$ cat src/rtl/hss_pkg.sv
// shared types and constants for the saturation replacement pipeline
`timescale 1ns / 1ps
package hss_pkg;

	// channel width and full-scale value
	localparam int CHANNEL_BITS = 8;
	localparam logic [CHANNEL_BITS-1:0] CMAX = CHANNEL_BITS'((1 << CHANNEL_BITS) - 1);

	// fraction formats: hue is q0.16, other fractions are held in 17 bits so 1.0 fits
	localparam int FRAC_BITS = 16;
	localparam int VAL_BITS = FRAC_BITS + 1;
	localparam logic [VAL_BITS-1:0] ONE = VAL_BITS'(1 << FRAC_BITS);
	localparam logic [VAL_BITS-1:0] HALF = VAL_BITS'(1 << (FRAC_BITS - 1));
	localparam logic [VAL_BITS-1:0] THIRD = VAL_BITS'(21845);
	localparam logic [15:0] SAT_ONE = 16'd32768;

	// divider remainder width, holds twice six times the channel range
	localparam int REM_BITS = CHANNEL_BITS + 4;

	// lightness (mx + mn) / (2 * CMAX) as a multiply by a rounded-up reciprocal of CMAX,
	// exact over the whole range of mx + mn
	localparam int L_SHIFT = 2 * CHANNEL_BITS + 1;
	localparam int L_RECIP_BITS = CHANNEL_BITS + FRAC_BITS + 1;
	localparam int L_PROD_BITS = CHANNEL_BITS + 1 + L_RECIP_BITS;
	localparam longint L_POW = longint'(1) << (2 * CHANNEL_BITS + FRAC_BITS);
	localparam logic [L_RECIP_BITS-1:0] L_RECIP =
		L_RECIP_BITS'((L_POW + longint'(CMAX) - 1) / longint'(CMAX));

	// pipeline depth: two front stages, one stage per quotient bit, four back stages
	localparam int FRONT_STAGES = 2;
	localparam int DIV_STAGES = FRAC_BITS;
	localparam int BACK_STAGES = 4;
	localparam int NUM_STAGES = FRONT_STAGES + DIV_STAGES + BACK_STAGES;

	typedef struct packed {
		logic [CHANNEL_BITS-1:0] red_in;
		logic [CHANNEL_BITS-1:0] green_in;
		logic [CHANNEL_BITS-1:0] blue_in;
	} pix_in_t;

	typedef struct packed {
		logic [CHANNEL_BITS-1:0] red_out;
		logic [CHANNEL_BITS-1:0] green_out;
		logic [CHANNEL_BITS-1:0] blue_out;
	} pix_out_t;

	// hue divider state and lightness between stages
	typedef struct packed {
		logic [REM_BITS-1:0]  rem_h;
		logic [REM_BITS-1:0]  den_h;
		logic [FRAC_BITS-1:0] quo_h;
		logic [VAL_BITS-1:0]  light;
		logic                 gray;
	} div_lane_t;

	// how a channel value is formed from p and q
	typedef enum logic [1:0] {
		HSEL_RAMP,
		HSEL_Q,
		HSEL_P
	} hue_sel_t;

endpackage

$ cat src/rtl/hss_front.sv
// input capture, max and min search, lightness and divider setup
`timescale 1ns / 1ps
module hss_front (
	input  logic              clk,
	input  logic [1:0]        en,
	input  hss_pkg::pix_in_t  pix,
	output hss_pkg::div_lane_t lane
);
	import hss_pkg::*;

	logic [CHANNEL_BITS-1:0] r_s1, g_s1, b_s1;
	logic [CHANNEL_BITS-1:0] mx, mn, delta;
	logic [REM_BITS-1:0]     d_w, den, num;
	logic [CHANNEL_BITS:0]   sum;
	logic [L_PROD_BITS-1:0]  lprod;
	div_lane_t               lane_s2;

	// capture pixel
	always_ff @(posedge clk) begin
		if (en[0]) begin
			r_s1 <= pix.red_in;
			g_s1 <= pix.green_in;
			b_s1 <= pix.blue_in;
		end
	end

	// max and min with red winning ties, then green
	always_comb begin
		mx = r_s1;
		mn = r_s1;
		if (g_s1 > mx) mx = g_s1;
		if (b_s1 > mx) mx = b_s1;
		if (g_s1 < mn) mn = g_s1;
		if (b_s1 < mn) mn = b_s1;
		delta = mx - mn;
		d_w = REM_BITS'(delta);
		den = (d_w << 2) + (d_w << 1);
		sum = {1'b0, mx} + {1'b0, mn};
		lprod = L_PROD_BITS'(sum) * L_PROD_BITS'(L_RECIP);
		if (mx == r_s1) begin
			if (g_s1 >= b_s1) num = REM_BITS'(g_s1) - REM_BITS'(b_s1);
			else num = den - (REM_BITS'(b_s1) - REM_BITS'(g_s1));
		end else if (mx == g_s1) begin
			num = (d_w << 1) + REM_BITS'(b_s1) - REM_BITS'(r_s1);
		end else begin
			num = (d_w << 2) + REM_BITS'(r_s1) - REM_BITS'(g_s1);
		end
	end

	// divider setup register
	always_ff @(posedge clk) begin
		if (en[1]) begin
			lane_s2.rem_h <= num;
			lane_s2.den_h <= den;
			lane_s2.quo_h <= '0;
			lane_s2.light <= lprod[L_SHIFT +: VAL_BITS];
			lane_s2.gray  <= (delta == '0);
		end
	end

	assign lane = lane_s2;

endmodule

$ cat src/rtl/hss_div_stage.sv
// one restoring step of the hue divider
`timescale 1ns / 1ps
module hss_div_stage (
	input  logic               clk,
	input  logic               en,
	input  hss_pkg::div_lane_t lane_in,
	output hss_pkg::div_lane_t lane_out
);
	import hss_pkg::*;

	logic [REM_BITS-1:0] r2_h;
	logic                bit_h;
	div_lane_t           lane_s1;

	// shift remainder, compare and subtract
	always_comb begin
		r2_h = lane_in.rem_h << 1;
		bit_h = (r2_h >= lane_in.den_h);
	end

	always_ff @(posedge clk) begin
		if (en) begin
			lane_s1.rem_h <= bit_h ? r2_h - lane_in.den_h : r2_h;
			lane_s1.den_h <= lane_in.den_h;
			lane_s1.quo_h <= {lane_in.quo_h[FRAC_BITS-2:0], bit_h};
			lane_s1.light <= lane_in.light;
			lane_s1.gray  <= lane_in.gray;
		end
	end

	assign lane_out = lane_s1;

endmodule

$ cat src/rtl/hss_back.sv
// saturation replacement and hue to channel conversion
`timescale 1ns / 1ps
module hss_back (
	input  logic                 clk,
	input  logic [3:0]           en,
	input  hss_pkg::div_lane_t   lane,
	input  logic [15:0]          sat,
	output hss_pkg::pix_out_t    pix
);
	import hss_pkg::*;

	localparam int NCH = 3;

	// stage 1: hue, lightness, saturation and l*s
	logic [FRAC_BITS-1:0] h_w;
	logic [VAL_BITS-1:0]  l_w, s_w;
	logic [2*VAL_BITS-1:0] ls_w;
	logic [FRAC_BITS-1:0] h_s1;
	logic [VAL_BITS-1:0]  l_s1, s_s1, lsh_s1;
	logic                 sz_s1;

	always_comb begin
		h_w = lane.gray ? '0 : lane.quo_h;
		l_w = lane.light;
		s_w = (sat > SAT_ONE) ? '0 : {sat, 1'b0};
		ls_w = l_w * s_w;
	end

	always_ff @(posedge clk) begin
		if (en[0]) begin
			h_s1   <= h_w;
			l_s1   <= l_w;
			s_s1   <= s_w;
			lsh_s1 <= ls_w[FRAC_BITS +: VAL_BITS];
			sz_s1  <= (s_w == '0);
		end
	end

	// stage 2: q, p and the three hue offsets
	logic [VAL_BITS+1:0]  q_x, l2_x;
	logic [VAL_BITS-1:0]  q_w, p_w, tr_w, tb_w;
	logic [VAL_BITS-1:0]  q_s2, p_s2, l_s2;
	logic [VAL_BITS-1:0]  t_s2 [NCH];
	logic                 sz_s2;

	always_comb begin
		if (l_s1 < HALF)
			q_x = (VAL_BITS+2)'(l_s1) + (VAL_BITS+2)'(lsh_s1);
		else
			q_x = (VAL_BITS+2)'(l_s1) + (VAL_BITS+2)'(s_s1) - (VAL_BITS+2)'(lsh_s1);
		if (q_x > (VAL_BITS+2)'(ONE)) q_x = (VAL_BITS+2)'(ONE);
		if (q_x < (VAL_BITS+2)'(l_s1)) q_x = (VAL_BITS+2)'(l_s1);
		q_w = q_x[VAL_BITS-1:0];
		l2_x = (VAL_BITS+2)'(l_s1) << 1;
		p_w = (l2_x > q_x) ? VAL_BITS'(l2_x - q_x) : '0;
		tr_w = VAL_BITS'(h_s1) + THIRD;
		if (tr_w > ONE) tr_w = tr_w - ONE;
		tb_w = (VAL_BITS'(h_s1) >= THIRD) ? VAL_BITS'(h_s1) - THIRD
			: VAL_BITS'(h_s1) + ONE - THIRD;
	end

	always_ff @(posedge clk) begin
		if (en[1]) begin
			q_s2    <= q_w;
			p_s2    <= p_w;
			l_s2    <= l_s1;
			sz_s2   <= sz_s1;
			t_s2[0] <= tr_w;
			t_s2[1] <= VAL_BITS'(h_s1);
			t_s2[2] <= tb_w;
		end
	end

	// stage 3: ramp factor per channel and (q-p)*factor
	logic [VAL_BITS-1:0]   d_w;
	logic [VAL_BITS+2:0]   t6 [NCH];
	logic [VAL_BITS+1:0]   t3 [NCH];
	logic [VAL_BITS-1:0]   f_w [NCH];
	hue_sel_t              sel_w [NCH];
	logic [2*VAL_BITS-1:0] prod_w [NCH];
	logic [VAL_BITS:0]     prod_s3 [NCH];
	hue_sel_t              sel_s3 [NCH];
	logic [VAL_BITS-1:0]   q_s3, p_s3, l_s3;
	logic                  sz_s3;

	always_comb begin
		d_w = q_s2 - p_s2;
		for (int c = 0; c < NCH; c++) begin
			t6[c] = ((VAL_BITS+3)'(t_s2[c]) << 2) + ((VAL_BITS+3)'(t_s2[c]) << 1);
			t3[c] = ((VAL_BITS+2)'(t_s2[c]) << 1) + (VAL_BITS+2)'(t_s2[c]);
			if (t6[c] < (VAL_BITS+3)'(ONE)) begin
				sel_w[c] = HSEL_RAMP;
				f_w[c] = VAL_BITS'(t6[c]);
			end else if (t_s2[c] < HALF) begin
				sel_w[c] = HSEL_Q;
				f_w[c] = '0;
			end else if (t3[c] < ((VAL_BITS+2)'(ONE) << 1)) begin
				sel_w[c] = HSEL_RAMP;
				f_w[c] = VAL_BITS'(((VAL_BITS+3)'(ONE) << 2) - t6[c]);
			end else begin
				sel_w[c] = HSEL_P;
				f_w[c] = '0;
			end
			prod_w[c] = d_w * f_w[c];
		end
	end

	always_ff @(posedge clk) begin
		if (en[2]) begin
			for (int c = 0; c < NCH; c++) begin
				prod_s3[c] <= prod_w[c][FRAC_BITS +: VAL_BITS+1];
				sel_s3[c]  <= sel_w[c];
			end
			q_s3  <= q_s2;
			p_s3  <= p_s2;
			l_s3  <= l_s2;
			sz_s3 <= sz_s2;
		end
	end

	// stage 4: channel value and scaling to full range
	logic [VAL_BITS:0]              v_w [NCH];
	logic [VAL_BITS+CHANNEL_BITS:0] sc_w [NCH];
	logic [VAL_BITS+CHANNEL_BITS:0] ch_w [NCH];
	logic [CHANNEL_BITS-1:0]        out_w [NCH];
	pix_out_t                       pix_s4;

	always_comb begin
		for (int c = 0; c < NCH; c++) begin
			case (sel_s3[c])
				HSEL_RAMP: v_w[c] = (VAL_BITS+1)'(p_s3) + prod_s3[c];
				HSEL_Q:    v_w[c] = (VAL_BITS+1)'(q_s3);
				HSEL_P:    v_w[c] = (VAL_BITS+1)'(p_s3);
				default:   v_w[c] = (VAL_BITS+1)'(p_s3);
			endcase
			if (sz_s3) v_w[c] = (VAL_BITS+1)'(l_s3);
			sc_w[c] = ((VAL_BITS+CHANNEL_BITS+1)'(v_w[c]) << CHANNEL_BITS)
				- (VAL_BITS+CHANNEL_BITS+1)'(v_w[c]);
			ch_w[c] = sc_w[c] >> FRAC_BITS;
			out_w[c] = (ch_w[c] > (VAL_BITS+CHANNEL_BITS+1)'(CMAX)) ? CMAX
				: ch_w[c][CHANNEL_BITS-1:0];
		end
	end

	always_ff @(posedge clk) begin
		if (en[3]) begin
			pix_s4.red_out   <= out_w[0];
			pix_s4.green_out <= out_w[1];
			pix_s4.blue_out  <= out_w[2];
		end
	end

	assign pix = pix_s4;

endmodule

$ cat src/rtl/hls_saturation_set_top.sv
// top level: saturation register, stage valids and pipeline assembly
`timescale 1ns / 1ps
// an accepted input transaction passes the front, divider and back stages before dst_valid rises
// throughput: one transaction per cycle while dst_stall is low; each stage moves on when it is empty or its
// successor moves, so bubbles collapse while the output is stalled
// hue comes from a 16-stage restoring divider, one quotient bit per stage
// reset: arst_n clears all stage valids and sets the saturation register sat_q to 0
module hls_saturation_set_top (
	input  logic              clk,
	input  logic              arst_n,
	input  logic              src_valid,
	output logic              src_stall,
	input  hss_pkg::pix_in_t  src_data,
	output logic              dst_valid,
	input  logic              dst_stall,
	output hss_pkg::pix_out_t dst_data,
	input  logic              sat_we,
	input  logic [15:0]       sat_data
);
	import hss_pkg::*;

	logic [15:0]           sat_q;
	logic [NUM_STAGES-1:0] valid_q;
	logic [NUM_STAGES-1:0] en;
	div_lane_t             lane [DIV_STAGES+1];

	// saturation register
	always_ff @(posedge clk or negedge arst_n) begin
		if (!arst_n) begin
			sat_q <= '0;
		end else if (sat_we) begin
			sat_q <= sat_data;
		end
	end

	// stage enables: a stage loads when it is empty or its contents move on
	always_comb begin
		en[NUM_STAGES-1] = !valid_q[NUM_STAGES-1] || !dst_stall;
		for (int k = NUM_STAGES - 2; k >= 0; k--) begin
			en[k] = !valid_q[k] || en[k+1];
		end
	end

	// valid bits travel with the data
	always_ff @(posedge clk or negedge arst_n) begin
		if (!arst_n) begin
			valid_q <= '0;
		end else begin
			if (en[0]) valid_q[0] <= src_valid;
			for (int k = 1; k < NUM_STAGES; k++) begin
				if (en[k]) valid_q[k] <= valid_q[k-1];
			end
		end
	end

	assign src_stall = !en[0];
	assign dst_valid = valid_q[NUM_STAGES-1];

	// capture and divider setup
	hss_front u_front (
		.clk  (clk),
		.en   (en[1:0]),
		.pix  (src_data),
		.lane (lane[0])
	);

	// divider stages
	for (genvar i = 0; i < DIV_STAGES; i++) begin : g_div
		hss_div_stage u_div (
			.clk      (clk),
			.en       (en[FRONT_STAGES + i]),
			.lane_in  (lane[i]),
			.lane_out (lane[i+1])
		);
	end

	// back conversion to rgb
	hss_back u_back (
		.clk  (clk),
		.en   (en[NUM_STAGES-1 -: BACK_STAGES]),
		.lane (lane[DIV_STAGES]),
		.sat  (sat_q),
		.pix  (dst_data)
	);

endmodule
$ cat config.mk
export PLATFORM = sky130hd
export DESIGN_NAME = hls_saturation_set_top
export DESIGN_NICKNAME = d
export VERILOG_FILES = /design/src/rtl/hss_pkg.sv /design/src/rtl/hss_front.sv /design/src/rtl/hss_div_stage.sv /design/src/rtl/hss_back.sv /design/src/rtl/hls_saturation_set_top.sv
export SDC_FILE = /design/constraint.sdc
export NUM_CORES = 2
export LEC_CHECK = 0
export BUFFER_PORTS_ARGS = -buffer_cell sky130_fd_sc_hd__buf_4
export CORE_ASPECT_RATIO = 0.5
export CORE_MARGIN = 5
export CORE_UTILIZATION = 45
export CTS_BUF_LIST = sky130_fd_sc_hd__clkbuf_16
export CTS_CLUSTER_DIAMETER = 50
export DETAILED_ROUTE_END_ITERATION = 7
export GPL_TIMING_DRIVEN = 0
export SKIP_LAST_GASP = 1
export SLEW_MARGIN = 15
export SYNTH_ARGS = -nofsm -noshare
export SYNTH_HDL_FRONTEND = slang
export SYNTH_HIERARCHICAL = 1
export SYNTH_SLANG_ARGS = --single-unit
$ cat constraint.sdc
create_clock -name clk -period 12.9 [get_ports clk]
set_input_delay 0.645 -clock clk [delete_from_list [all_inputs] [get_ports clk]]
set_output_delay 0.645 -clock clk [all_outputs]
set_load 0.02 [all_outputs]
## After elaboration in Yosys (flattened, before gate mapping)

Memory sizes are Yosys's and may differ from the RTL's.
Index checks and enable logic that the tools add are counted.

| operators by class | value |
|---|---|
| add/sub/neg operators | 50 |
| multipliers | 5 |
| $lt $le $gt $ge | 40 |
| equality and inequality tests | 5 |
| muxes and demuxes | 56 |
| reduce and logical (&&, ||, !) cells | 51 |

Operators by type and width:

| kind | count |
|---|---|
| $mux 17 | 12 |
| $mux 11 | 18 |
| $ge 12x11->1 | 16 |
| $sub 11x11->11 | 16 |
| $pmux 18 s2 | 3 |
| $mul 17x17->34 | 3 |
| $sub 26x18->26 | 3 |
| $lt 17x16->1 const B | 4 |
| $add 19x18->20 | 3 |
| $lt 20x17->1 const B | 3 |
| $add 18x17->19 | 3 |
| $lt 19x18->1 const B | 3 |
| $mux 19 | 3 |
| $add 17x18->18 | 3 |
| $mux 18 | 3 |
| $sub 1x17->17 const A | 3 |
| $add 17x17->18 | 2 |
| $sub 17x17->17 | 2 |
| $mul 17x17->33 | 1 |
| $mul 9x24->33 const B | 1 |
| $mux 8 | 4 |
| $gt 10x8->1 const B | 3 |
| $logic_not 1->1 | 24 |
| $logic_or 1x1->1 | 22 |
| other kinds (29) | 49 |

| word-level totals | value |
|---|---|
| register bits after elaboration | 1,052 |
| memory bits (writable) | 111 |
| input port bits | 45 |
| memories | 3 |

Memories:

| name | words | width | read ports | clocked after Yosys merged registers in | wr ports | line | RTL |
|---|---|---|---|---|---|---|---|
| u_back.prod_s3 | 3 | 18 | 3 | 0 | 3 | hss_back.sv:81 | `logic [VAL_BITS:0] prod_s3 [NCH];` |
| u_back.t_s2 | 3 | 17 | 3 | 0 | 3 | hss_back.sv:43 | `logic [VAL_BITS-1:0] t_s2 [NCH];` |
| u_back.sel_s3 | 3 | 2 | 3 | 0 | 3 | hss_back.sv:82 | `hue_sel_t sel_s3 [NCH];` |

## Depth between registers and ports, before layout

| depth | value |
|---|---|
| depth in word-level cells | 24 |
| mapped depth | 45 |

## Modules after synthesis

Netlist, hierarchy kept.

By module, submodules not included:

| module | instances | cells an instance | area each (um2) |
|---|---|---|---|
| hss_back | 1 | 6,395 | 57,530.2 |
| hss_div_stage | 16 | 169 | 2,565.0 |
| hss_front | 1 | 768 | 7,129.3 |
| hls_saturation_set_top | 1 | 119 | 1,567.8 |

## Worst setup path after synthesis

No wires, ideal clock.

| timing path | value |
|---|---|
| kind | register to register |
| start point | memory u_back/t_s2[0][34] (netlist name) |
| end point | memory u_back/prod_s3[0][50] (netlist name) (data pin) |
| library setup time | 0.264 ns |
| arrival | 9.886 ns |
| data required time | 12.636 ns |
| setup slack | 2.750 ns |
| cell stages (with the launch flop) | 38 |
| buffers on the path | 2 |
| period minus slack after synthesis | 10.150 ns |
| cells stage by stage | edfxtp_1 -> ha_1 -> fa_1 -> a21o_1 -> a21oi_2 -> o21a_1 -> o211ai_1 -> nand3_1 -> or4b_2 -> clkbuf_1 -> nor4_1 -> clkbuf_1 -> a21oi_1 -> o21ai_1 -> nand2_1 -> fa_1 -> inv_1 -> fa_1 -> (+2 left out) -> fa_1 -> inv_1 -> fa_1 -> fa_1 -> ha_1 -> a21o_1 -> a21oi_1 -> o21ai_0 -> a21o_1 -> a21o_1 -> nor2b_1 -> a221oi_4 -> a211oi_2 -> a311o_2 -> a221oi_4 -> nor2_2 -> a2111oi_2 -> xnor2_1 |

RTL lines:

| what | line |
|---|---|
| start: declaration | hss_back.sv:43 |
| end: declaration | hss_back.sv:81 |

==> flow_summary.json <==
{
  "drc": 0,
  "gp_congestion": 0.975,
  "dp_slack_ns": 0.889,
  "htreeDepth": 3,
  "worst_setup_path_end_kind": "flop",
  "clock_sinks": 1172,
  "crit_path_start_kind": "flop",
  "rows": 122,
  "hold_viol": 0,
  "worst_slew_pin_slew_ns": 1.35,
  "critical_path.slowest_cell": "clkbuf_1",
  "gr-usage-all-layers_pct": 21.5,
  "ioPinCount": 71,
  "dr.pass1.iters": 6,
  "clk-insertion-delay-late_ns": 0.77,
  "routed_wirelength_mm": 250,
  "min_path_type": "in -> reg",
  "path_max_fanout": 10,
  "synth.cell_area_um2": 101000,
  "clock_path_buffers": 3,
  "slew-limit-headroom_pct": 10.3,
  "crit_arrival_ns": 12.62,
  "critical_path_class": "reg -> reg",
  "nets": 11800,
  "die-area_um2": 234000,
  "route.vias.total": 69100,
  "wire_per_inst_um": 19.3,
  "fill_cells": 20100,
  "min_period_ns": 12.12,
  "coreArea_um2": 222000,
  "io_buffer_count": 69,
  "ant_nets": 0,
  "die_h_um": 345,
  "grt_pass1_wl_mm": 395,
  "status": "finished clean",
  "fmax_mhz": 82.5,
  "min_period_over_period_pct": 94.0,
  "setup_violations": 0,
  "synthCells": 9598,
  "vias_per_cell": 5.35,
  "postCtsSetupBuffers": 0,
  "setup_tns_ns": 0,
  "cap_violations": 0,
  "antenna_found_initial": 9,
  "cts.clk_slew.worst_paths_ns": 0.07,
  "drtIter0Drc": 4505,
  "root_buffer": "clkbuf_16",
  "worst_clock_skew_ns": 0.0806,
  "area_growth_pct": 9.33,
  "cp.required_ns": 13.40,
  "cts_tree": "built",
  "grt_max_degree": 60,
  "slew_violations": 0,
  "initial_utilization_pct": 45.4,
  "postSynthAreaPerCell_um2": 10.5,
  "drive_above_1_share_pct": 7.93,
  "grt_pass1_vias": 69700,
  "cts_buffers": 116,
  "die_x_um": 680,
  "fin_ws_ns": 0.778,
  "dpl.hpwl_mm": 202,
  "ys.warnings.count": 6,
  "rsz0062_at_grt": "false",
  "crit_path_max_incr_delay_ns": 0.65,
  "grt_overflow": 0
}
==> repair_timing <==
| action | 4_1_cts | 5_1_grt |
|---|---|---|
| gates resized for setup | 0 | 3 |
| endpoints found under the setup margin | 0 | 4 |
| hold buffers | 26 | 0 |
| endpoints found under the hold margin | 63 | 0 |
==> flip-flops by register name (all words and copies together) (netlist names), 6 cells and up <==
name and count:
g_div.u_div/lane_out 769, u_back/prod_s3 54, u_back/t_s2 50, u_front/lane 36, u_back/pix 24, valid_q 22, u_back/l_s1 17, u_back/l_s2 17
u_back/l_s3 17, u_back/lsh_s1 17, u_back/p_s2 17, u_back/p_s3 17, u_back/q_s2 17, u_back/q_s3 17, sat_q 16, u_back/h_s1 16
u_back/s_s1 16, u_front/b_s1 8, u_front/g_s1 8, u_front/r_s1 8, u_back/sel_s3 6
==> final cells by class <==
| cell class | count | area, um^2 | area share, % |
|---|---|---|---|
| Sequential cell | 1172 | 35000 | 31.7 |
| Clock buffer | 116 | 2900 | 2.63 |
| Multi-Input combinational cell | 6609 | 59000 | 53.5 |
| Clock inverter | 100 | 1170 | 1.06 |
| Inverter | 1548 | 5820 | 5.27 |
| Antenna cell | 1 | 2.50 | 0.00227 |
| Timing Repair Buffer | 139 | 1420 | 1.29 |
| Buffer | 270 | 1330 | 1.20 |
| Tap cell | 2976 | 3720 | 3.37 |
==> layer usage <==
metal,GRT usage [%],routed length (um),vias up
met1,29.2,110000,34100
met4,5.95,7250,2
met5,0,13,-
met3,3.50,16100,359
li1,-,-,32800
met2,35.7,117000,1866
==> critical path: cells and delay by family, from the launching register on <==
family / cells / cell delay (ns)
XOR/XNOR: 2 / 0.74
AND/OR/NAND/NOR: 3 / 0.47
flip-flops: 1 / 0.38
AO/OA/AOI/OAI: 18 / 5.18
buffers and inverters: 8 / 1.03
adder cells (fa/ha/maj): 9 / 4.04
==> path summary, 6_finish.rpt <==
| path | slack, ns | endpoint | cells after the start | start |
|---|---|---|---|---|
| max | 0.78 | u_back/prod_s3[0][33]$_DFFE_PP_ | 40 | u_back/q_s2[0]$_DFFE_PP_ |
| min | 0.11 | sat_q[10]$_DFFE_PN0P_ | 2 | sat_data[10] |
| max reg2reg | 0.78 | u_back/prod_s3[0][33]$_DFFE_PP_ | 40 | u_back/q_s2[0]$_DFFE_PP_ |
| min reg2reg | 0.39 | g_div[7].u_div/lane_out[22]$_DFFE_PP_ | 0 | g_div[6].u_div/lane_out[21]$_DFFE_PP_ |
| max in group asynchronous | 12.12 | valid_q[20]$_DFFE_PN0P_ | 2 | arst_n |
| min in group asynchronous | 0.40 | valid_q[6]$_DFFE_PN0P_ | 2 | arst_n |
==> through the flow <==
step	hold slack (ns)	util, %	cell area [um^2]	cells
after floorplan	0.349	-	101000	9599
after global placement	0.401	47.4	105000	12600
after global routing	0.0503	49.7	110000	12900
after detailed placement	0.405	47.7	106000	12700
final	0.112	49.7	110000	12900
after CTS	0.0339	49.7	110000	12900
==> placed cells by master, fill, tap and decap left out, types with 61 or more instances in the layout <==
master	instances
ha_1	984
mux2_4	61
a21oi_1	437
o21ai_0	265
nor2_1	668
a211oi_1	72
and2_1	179
nor3_1	104
buf_4	76
fa_1	890
nand3_1	102
clkbuf_1	223
a21oi_2	78
clkbuf_16	116
xor2_1	148
edfxtp_1	1134
nor2_2	63
and3_1	69
nand2_1	910
o21bai_1	68
a21o_1	142
o21a_1	115
xnor2_1	270
nor2b_1	113
inv_1	1553
Power is not shown: default switching activity piles up to over one toggle a cycle in this logic, so the estimate is an artifact.
